File: src/rtl/core/gbet_pkg.sv
// ----------------------------------------------------------------------------
// gbet_pkg
// Shared types and codes for the bridge edge tester.
// ----------------------------------------------------------------------------
package gbet_pkg;

    localparam int VTX_W = 6;   // vertex number field
    localparam int CNT_W = 7;   // vertex count and reach counts
    localparam int ST_W  = 3;   // result status

    localparam logic [ST_W-1:0] ST_INSERTED   = 3'd0;
    localparam logic [ST_W-1:0] ST_RANGE      = 3'd1;
    localparam logic [ST_W-1:0] ST_NOT_EDGE   = 3'd2;
    localparam logic [ST_W-1:0] ST_NOT_BRIDGE = 3'd3;
    localparam logic [ST_W-1:0] ST_BRIDGE     = 3'd4;

    // row read address source
    typedef enum logic [1:0] {
        RD_A    = 2'd0,
        RD_B    = 2'd1,
        RD_PICK = 2'd2
    } t_rd_sel;

    // controller -> datapath
    typedef struct packed {
        logic            latch;      // capture request fields
        logic            rd_en;      // row read
        t_rd_sel         rd_sel;
        logic            wr_en;      // row write: last row read, plus one edge bit
        logic            wr_b;       // 0: row a gets bit b, 1: row b gets bit a
        logic            init;       // start a walk
        logic            init_b;     // walk from b with the edge hidden
        logic            pick;       // expand one pending vertex
        logic            merge;      // fold its row into the visited set
        logic            save_with;  // keep the first count
        logic            load_out;   // fill the result register
        logic [ST_W-1:0] out_status;
    } t_cmd;

    // datapath -> controller
    typedef struct packed {
        logic bad;          // a vertex at or above the live count
        logic mode;
        logic pending_any;  // visited vertices not yet expanded
        logic adj;          // edge a-b present
        logic cnt_equal;    // second count equals the first
    } t_dp_stat;

endpackage

File: src/rtl/core/gbet_ctrl.sv
// ----------------------------------------------------------------------------
// gbet_ctrl
// Sequencer: decode, insert read-modify-write, the two walks, result hand-off.
// ----------------------------------------------------------------------------
module gbet_ctrl (
    input  logic               i_clk,
    input  logic               i_rst_n,
    input  logic               i_in_valid,
    output logic               o_in_ready,
    output logic               o_out_valid,
    input  logic               i_out_ready,
    input  gbet_pkg::t_dp_stat i_stat,
    output gbet_pkg::t_cmd     o_cmd
);

    typedef enum logic [3:0] {
        S_IDLE,
        S_DECODE,
        S_INS_RD_A,
        S_INS_WR_A,
        S_INS_RD_B,
        S_INS_WR_B,
        S_PICK,
        S_MERGE,
        S_FINISH
    } t_state;

    t_state                    r_state;
    t_state                    n_state;
    logic                      r_phase;     // 0: walk from a, 1: walk from b
    logic                      n_phase;
    logic [gbet_pkg::ST_W-1:0] r_status;
    logic [gbet_pkg::ST_W-1:0] n_status;
    logic                      r_out_valid;
    logic                      n_out_valid;
    logic                      out_free;

    assign out_free = !r_out_valid || i_out_ready;

    always_comb begin
        o_cmd            = '0;
        o_cmd.rd_sel     = gbet_pkg::RD_A;
        o_cmd.out_status = r_status;
        n_state          = r_state;
        n_phase          = r_phase;
        n_status         = r_status;
        n_out_valid      = r_out_valid && !i_out_ready;

        unique case (r_state)
            S_IDLE: begin
                if (i_in_valid) begin
                    o_cmd.latch = 1'b1;
                    n_state     = S_DECODE;
                end
            end
            S_DECODE: begin
                if (i_stat.bad) begin
                    n_status = gbet_pkg::ST_RANGE;
                    n_state  = S_FINISH;
                end else if (!i_stat.mode) begin
                    n_state = S_INS_RD_A;
                end else begin
                    o_cmd.init = 1'b1;
                    n_phase    = 1'b0;
                    n_state    = S_PICK;
                end
            end
            S_INS_RD_A: begin
                o_cmd.rd_en  = 1'b1;
                o_cmd.rd_sel = gbet_pkg::RD_A;
                n_state      = S_INS_WR_A;
            end
            S_INS_WR_A: begin
                o_cmd.wr_en = 1'b1;
                n_state     = S_INS_RD_B;
            end
            S_INS_RD_B: begin
                o_cmd.rd_en  = 1'b1;
                o_cmd.rd_sel = gbet_pkg::RD_B;
                n_state      = S_INS_WR_B;
            end
            S_INS_WR_B: begin
                o_cmd.wr_en = 1'b1;
                o_cmd.wr_b  = 1'b1;
                n_status    = gbet_pkg::ST_INSERTED;
                n_state     = S_FINISH;
            end
            S_PICK: begin
                if (i_stat.pending_any) begin
                    o_cmd.pick   = 1'b1;
                    o_cmd.rd_en  = 1'b1;
                    o_cmd.rd_sel = gbet_pkg::RD_PICK;
                    n_state      = S_MERGE;
                end else if (!r_phase) begin
                    o_cmd.save_with = 1'b1;
                    if (!i_stat.adj) begin
                        n_status = gbet_pkg::ST_NOT_EDGE;
                        n_state  = S_FINISH;
                    end else begin
                        o_cmd.init   = 1'b1;
                        o_cmd.init_b = 1'b1;
                        n_phase      = 1'b1;
                    end
                end else begin
                    n_status = i_stat.cnt_equal ? gbet_pkg::ST_NOT_BRIDGE
                                                : gbet_pkg::ST_BRIDGE;
                    n_state  = S_FINISH;
                end
            end
            S_MERGE: begin
                o_cmd.merge = 1'b1;
                n_state     = S_PICK;
            end
            S_FINISH: begin
                if (out_free) begin
                    o_cmd.load_out = 1'b1;
                    n_out_valid    = 1'b1;
                    n_state        = S_IDLE;
                end
            end
            default: begin
                n_state = S_IDLE;
            end
        endcase
    end

    always_ff @(posedge i_clk) begin
        if (!i_rst_n) begin
            r_state     <= S_IDLE;
            r_phase     <= 1'b0;
            r_status    <= gbet_pkg::ST_INSERTED;
            r_out_valid <= 1'b0;
        end else begin
            r_state     <= n_state;
            r_phase     <= n_phase;
            r_status    <= n_status;
            r_out_valid <= n_out_valid;
        end
    end

    assign o_in_ready  = (r_state == S_IDLE);
    assign o_out_valid = r_out_valid;

endmodule

File: config.mk
export PLATFORM = sky130hd
export DESIGN_NAME = gbet_ctrl
export DESIGN_NICKNAME = d
export VERILOG_FILES = /design/src/rtl/core/gbet_pkg.sv /design/src/rtl/core/gbet_ctrl.sv
export SDC_FILE = /design/constraint.sdc
export NUM_CORES = 1
export LEC_CHECK = 0
export ABC_AREA = 1
export BUFFER_PORTS_ARGS = -buffer_cell sky130_fd_sc_hd__buf_2
export CORE_MARGIN = 2
export CORE_UTILIZATION = 41
export DETAILED_ROUTE_END_ITERATION = 12
export GPL_TIMING_DRIVEN = 0
export MAX_ROUTING_LAYER = met4
export PLACE_DENSITY_LB_ADDON = 0.08
export SYNTH_ARGS = -nofsm -noshare
export SYNTH_HDL_FRONTEND = slang
export SYNTH_SLANG_ARGS = --single-unit
File: constraint.sdc
create_clock -name i_clk -period 1.1 [get_ports i_clk]
set_input_delay 0.055 -clock i_clk [delete_from_list [all_inputs] [get_ports i_clk]]
set_output_delay 0.055 -clock i_clk [all_outputs]
set_load 0.02 [all_outputs]
==> results of run 1 <==
## per-stage QoR
stage	TNS (ns)	cell area [um2]	instances	utilization (%)
finish	-3.22	1070	160	71.8
global route	-4.54	1070	160	71.8
CTS	-2.83	1010	156	68.2
detailed placement	-0.810	808	143	54.3
global placement	-0.628	808	143	54.3
floorplan	-0.0116	663	102	-
## per-layer routing
metal  up-vias  part of all wire [%]  track usage [%]
met5         -                     0                -
met4         0                  0.55             3.03
met3         2                   4.6             5.00
met2        20                    55             31.8
met1       355                    40             24.2
li1        401                     -                -
## cells by family after synthesis
kind of cell / Yosys count / synth area share [%]
AOI/OAI and AO/OA: 6 / 5.04
buffers and inverters: 26 / 15.9
DFF: 9 / 27.9
and+or+nand+nor: 61 / 51.2
## synthesized netlist by cell type, drive strengths merged
cell	instances
a21oi	4
clkinv	1
dfxtp	9
inv	25
nand2	25
nand3	11
nand4	2
nor2	19
nor3	4
o211ai	1
o21ai	1
## flip-flops by register name, summed over array words and instances (netlist names)
signal       count
o_out_valid      1
r_phase          1
r_state          4
r_status         3
## worst paths after layout
kind	startpoint	end	slack, ns	depth (start not counted)
setup / recovery	r_state[1]	o_cmd[8]	-0.22	7
hold / removal	i_rst_n	r_state[2]	0.09	3
setup reg to reg	r_state[1]	r_status[0]	-0.21	10
hold reg to reg	r_status[1]	r_status[1]	0.52	4
## report_power, final
group          internal (mW)  leakage (nW)  total, mW  switching (mW)
Sequential             0.427        0.0760      0.533           0.105
Clock                  0.139        0.0150      0.244           0.105
Combinational          0.476         0.532       1.20           0.725
Total                   1.04         0.622       1.98           0.936
## worst max-delay path, cell delays in order (launching register included)
cell,delay (ns)
dfxtp_4,0.40
inv_4,0.05
nor2_4,0.16
nand2_4,0.10
clkinv_4,0.07
nand2_4,0.06
nand2_2,0.07
buf_6,0.11
## final cells by class
type / instances / area, um2
inverters: 26 / 113
well taps: 16 / 20.0
flip-flops and latches: 9 / 193
repair buffers: 38 / 273
clock buffers: 4 / 26.3
fillers: 128 / 420
multi-input cells: 67 / 444
## what timing repair did
item	CTS	global route
resized for setup	38	8
hold buffers	0	0
setup buffers	9	4
setup endpoints to repair	21	21
pin swaps	6	13
gates cloned	0	0
==> flow_metrics.py, run 1 <==
metrics = {
    "grt": {
        "grt_usage_pct": 19.3,
        "antenna_found_initial": 0,
        "grt_first_pass_wirelength_um": 2730,
        "grt_max_degree": 8,
        "first_global_vias": 674,
        "overflow": 0,
    },
    "route": {
        "drtAntennaViolNets": 0,
        "drt_iter0_markers": 14,
        "drt_pass1_iterations": 4,
        "vias": 778,
        "route.final.wire_length_um": 1820,
        "drcViolationCount": 0,
        "detail_route.wl_per_cell_um": 11.4,
        "via_per_inst": 4.86,
    },
    "logic_synthesis": {
        "synth_top_area_share_pct": 27.9,
        "synth-seq-cells": 9,
        "synth_nets": 111,
        "synth-seq-area-share_pct": 27.9,
        "synth_area_leader_cell": "dfxtp_1",
        "yosys_warnings": 0,
        "synth.avg_cell_area_um2": 6.33,
        "syn-instance-count": 102,
        "yosys-top-cells-area": "dfxtp_1 28%, inv_1 12%, nand2_1 11%",
        "synth_cell_types": 18,
        "syn_area_um2": 646,
    },
    "clocking": {
        "path_clk_slew_ns": 0.06,
        "clockBufferDepth": 2,
        "h-tree-depth": 1,
        "cts_buffers": 3,
        "cts_tree": "yes",
        "root_buffer": "clkbuf_4",
        "clock_latency_ns": 0.25,
        "clkSinkCount": 9,
    },
    "timing": {
        "final-setup-viol-count": 21,
        "drv_slew": 0,
        "min_period_over_period_pct": 120,
        "rsz0062_at_grt": "yes",
        "fmax_mhz": 759,
        "slew_headroom_pct": 83.8,
        "worst_clock_skew_ns": 0.000974,
        "period_needed_ns": 1.32,
        "hold_viol_final": 0,
        "tightest_slew_ns": 0.243,
        "fin_worst_hold_slack_ns": 0.0851,
        "setup_slack_ns": -0.218,
    },
    "critical_path": {
        "cp.arrival_ns": 1.26,
        "worstPathRequired_ns": 1.04,
        "cp-start-kind": "flip-flop",
        "worstSetupEndpointType": "primary output",
        "crit_type": "reg -> out",
        "cp_max_fo": 4,
    },
    "flow_run": {
        "maxCapViolCount": 0,
    },
    "die": {
        "die_x_um": 43.7,
        "coreArea_um2": 1490,
        "dieArea_um2": 1910,
        "start_util_pct": 43.4,
        "num_rows": 14,
        "dieHeight_um": 43.7,
        "io_pins": 26,
    },
    "placement": {
        "pre_cts_ws_ns": -0.141,
        "numPortBuffers": 25,
        "dpl.hpwl_um": 1130,
        "place_congestion": 0.801,
    },
    "layout": {
        "drive_above_1_share_pct": 60.4,
        "final_cell_mix": "17 x buf_2, 15 x nand2_1, 14 x inv_1, 13 x buf_4",
        "final_common_cell": "buf_2",
        "finalNetCount": 154,
        "syn_to_final_growth_pct": 65.5,
        "antennaDiodeCount": 0,
    },
    "power": {
        "p_per_area_nw_per_um2": 1850,
        "leakagePower_nw": 0.622,
        "ir_drop_mv": 1.31,
        "design_power_total_mw": 1.98,
    },
    "outcome": {
        "outcome": "finished with violations",
        "violations": "setup timing",
    },
    "worst_hold_path": {
        "hp-class": "in -> reg",
    },
}
No activity file was read; power rests on OpenSTA's default activity.
==> run 2, diff against run 1 <==
--- a/config.mk
+++ b/config.mk
@@ -13,6 +13,7 @@
 export GPL_TIMING_DRIVEN = 0
 export MAX_ROUTING_LAYER = met4
 export PLACE_DENSITY_LB_ADDON = 0.08
+export REMOVE_ABC_BUFFERS = 1
 export SYNTH_ARGS = -nofsm -noshare
 export SYNTH_HDL_FRONTEND = slang
 export SYNTH_SLANG_ARGS = --single-unit
==> flow_metrics.py, run 2 (synthesized netlist as in run 1, its figures left out) <==
metrics = {
    "route": {
        "drtAntennaViolNets": 0,
        "drcViolationCount": 0,
        "route.final.wire_length_um": 2030,
        "drt_iter0_markers": 15,
        "detail_route.wl_per_cell_um": 12.5,
        "via_per_inst": 5.00,
        "drt_pass1_iterations": 4,
        "vias": 810,
    },
    "layout": {
        "ff_latch_area_um2": 193,
        "syn_to_final_growth_pct": 78.1,
        "antennaDiodeCount": 0,
        "finalNetCount": 156,
        "top_regs": "r_state (4), r_status (3)",
        "final_common_cell": "inv_1",
        "largest_register_ffs": 4,
        "utilization_pct": 77.2,
        "final_cells": 162,
        "fillers": 122,
        "multiInputGateArea_um2": 497,
        "drive_above_1_share_pct": 61.0,
        "largest-register": "r_state",
        "final_cell_mix": "17 x inv_1, 16 x buf_4, 15 x buf_2, 14 x nand2_1, 9 x buf_6",
    },
    "critical_path": {
        "cp_max_fo": 4,
        "timing.rr.end": "r_state[1]",
        "cp.arrival_ns": 1.28,
        "setup.worst_path.start": "r_state[1]",
        "crit_type": "reg -> out",
        "r2r_cells": 10,
        "worstPathRequired_ns": 1.04,
        "cp-endpoint": "o_cmd[7]",
        "r2r_start": "r_state[3]",
        "worstSetupEndpointType": "primary output",
        "cp-start-kind": "flip-flop",
        "r2r_slack_ns": -0.24,
    },
    "timing": {
        "setup_slack_ns": -0.239,
        "min_period_over_period_pct": 122,
        "slew_headroom_pct": 84.0,
        "setup_tns_ns": -3.38,
        "drv_slew": 0,
        "rsz0062_at_grt": "yes",
        "worst_clock_skew_ns": 0.00318,
        "final-setup-viol-count": 21,
        "period_needed_ns": 1.34,
        "tightest_slew_ns": 0.239,
        "hold_viol_final": 0,
        "fmax_mhz": 747,
    },
    "clocking": {
        "clock_latency_ns": 0.26,
        "clkSinkCount": 9,
        "clockBufferDepth": 2,
        "root_buffer": "clkbuf_4",
        "h-tree-depth": 1,
        "path_clk_slew_ns": 0.06,
        "cts_hold_buf": 0,
        "cts_tree": "yes",
        "cts_buffers": 3,
    },
    "die": {
        "dieHeight_um": 43.7,
        "dieArea_um2": 1910,
        "num_rows": 14,
        "die_x_um": 43.7,
        "io_pins": 26,
        "start_util_pct": 43.4,
        "coreArea_um2": 1490,
    },
    "grt": {
        "grt_max_degree": 8,
        "first_global_vias": 752,
        "grt_first_pass_wirelength_um": 3110,
        "overflow": 0,
        "antenna_found_initial": 0,
        "grt_usage_pct": 22.0,
    },
    "worst_hold_path": {
        "hp-class": "in -> reg",
        "min_from": "i_out_ready",
    },
    "outcome": {
        "outcome": "finished with violations",
        "violations": "setup timing",
    },
    "placement": {
        "dpl.hpwl_um": 1170,
        "place_congestion": 0.786,
        "dp.cells": 143,
        "numPortBuffers": 25,
    },
    "flow_run": {
        "maxCapViolCount": 0,
    },
    "power": {
        "ir_drop_mv": 1.04,
        "design_power_total_mw": 2.13,
        "leakagePower_nw": 0.644,
        "p_per_area_nw_per_um2": 1860,
    },
}
## run 2: cell count changes in the layout (fill, tap and decap cells not counted), sizes merged
| cell | previous run | this run |
|---|---|---|
| buf | 38 | 40 |
## run 2: worst min-delay path by stage
stage | to | slack, ns | depth (start not counted)
final | o_out_valid | 0.08 | 4
after global routing | o_out_valid | 0.09 | 4
after CTS | o_out_valid | 0.07 | 4
after detailed placement | o_out_valid | 0.34 | 4
after global placement | o_out_valid | 0.34 | 4
after floorplan | r_state[2] | 0.15 | 2
## run 2: timing repair
item / CTS / global route
buffers inserted: 13 / 2
pin swaps: 5 / 7
endpoints found under the setup margin: 21 / 21
gates resized for setup: 44 / 19
## run 2: cell type report
type / instances / area share (%)
clock buffer: 4 / 2.29
inverter: 26 / 10.2
multi-input combinational: 67 / 43.2
sequential: 9 / 16.8
tap: 16 / 1.74
timing repair buffer: 40 / 25.8
## run 2: stage by stage
stage	setup slack, ns	hold slack (ns)	instance area [um2]
after CTS	-0.210	0.0727	1040
after global placement	-0.113	0.341	791
after floorplan	-0.112	0.153	646
after detailed placement	-0.135	0.345	791
final	-0.239	0.0806	1150
after global routing	-0.303	0.0927	1150
## run 2: routing by layer
metal | vias up | wire (um) | global-route usage [%]
met5 | - | 0 | -
met4 | 0 | 23 | 6.67
met3 | 4 | 119 | 5.42
met2 | 26 | 1090 | 37.9
met1 | 382 | 796 | 24.9
li1 | 398 | - | -
## run 2: where the power goes
group / total, mW / leakage [nW] / internal [mW] / switching, mW
Clock: 0.254 / 0.0150 / 0.140 / 0.115
Combinational: 1.35 / 0.553 / 0.544 / 0.803
Sequential: 0.531 / 0.0760 / 0.427 / 0.104
## run 2: worst max-delay path: stages (launching register included)
cell and delay (ns):
dfxtp_4 0.40, inv_4 0.05, nor2_4 0.16, nand2_4 0.10
clkinv_4 0.07, nand2_4 0.05, inv_2 0.08, buf_6 0.11
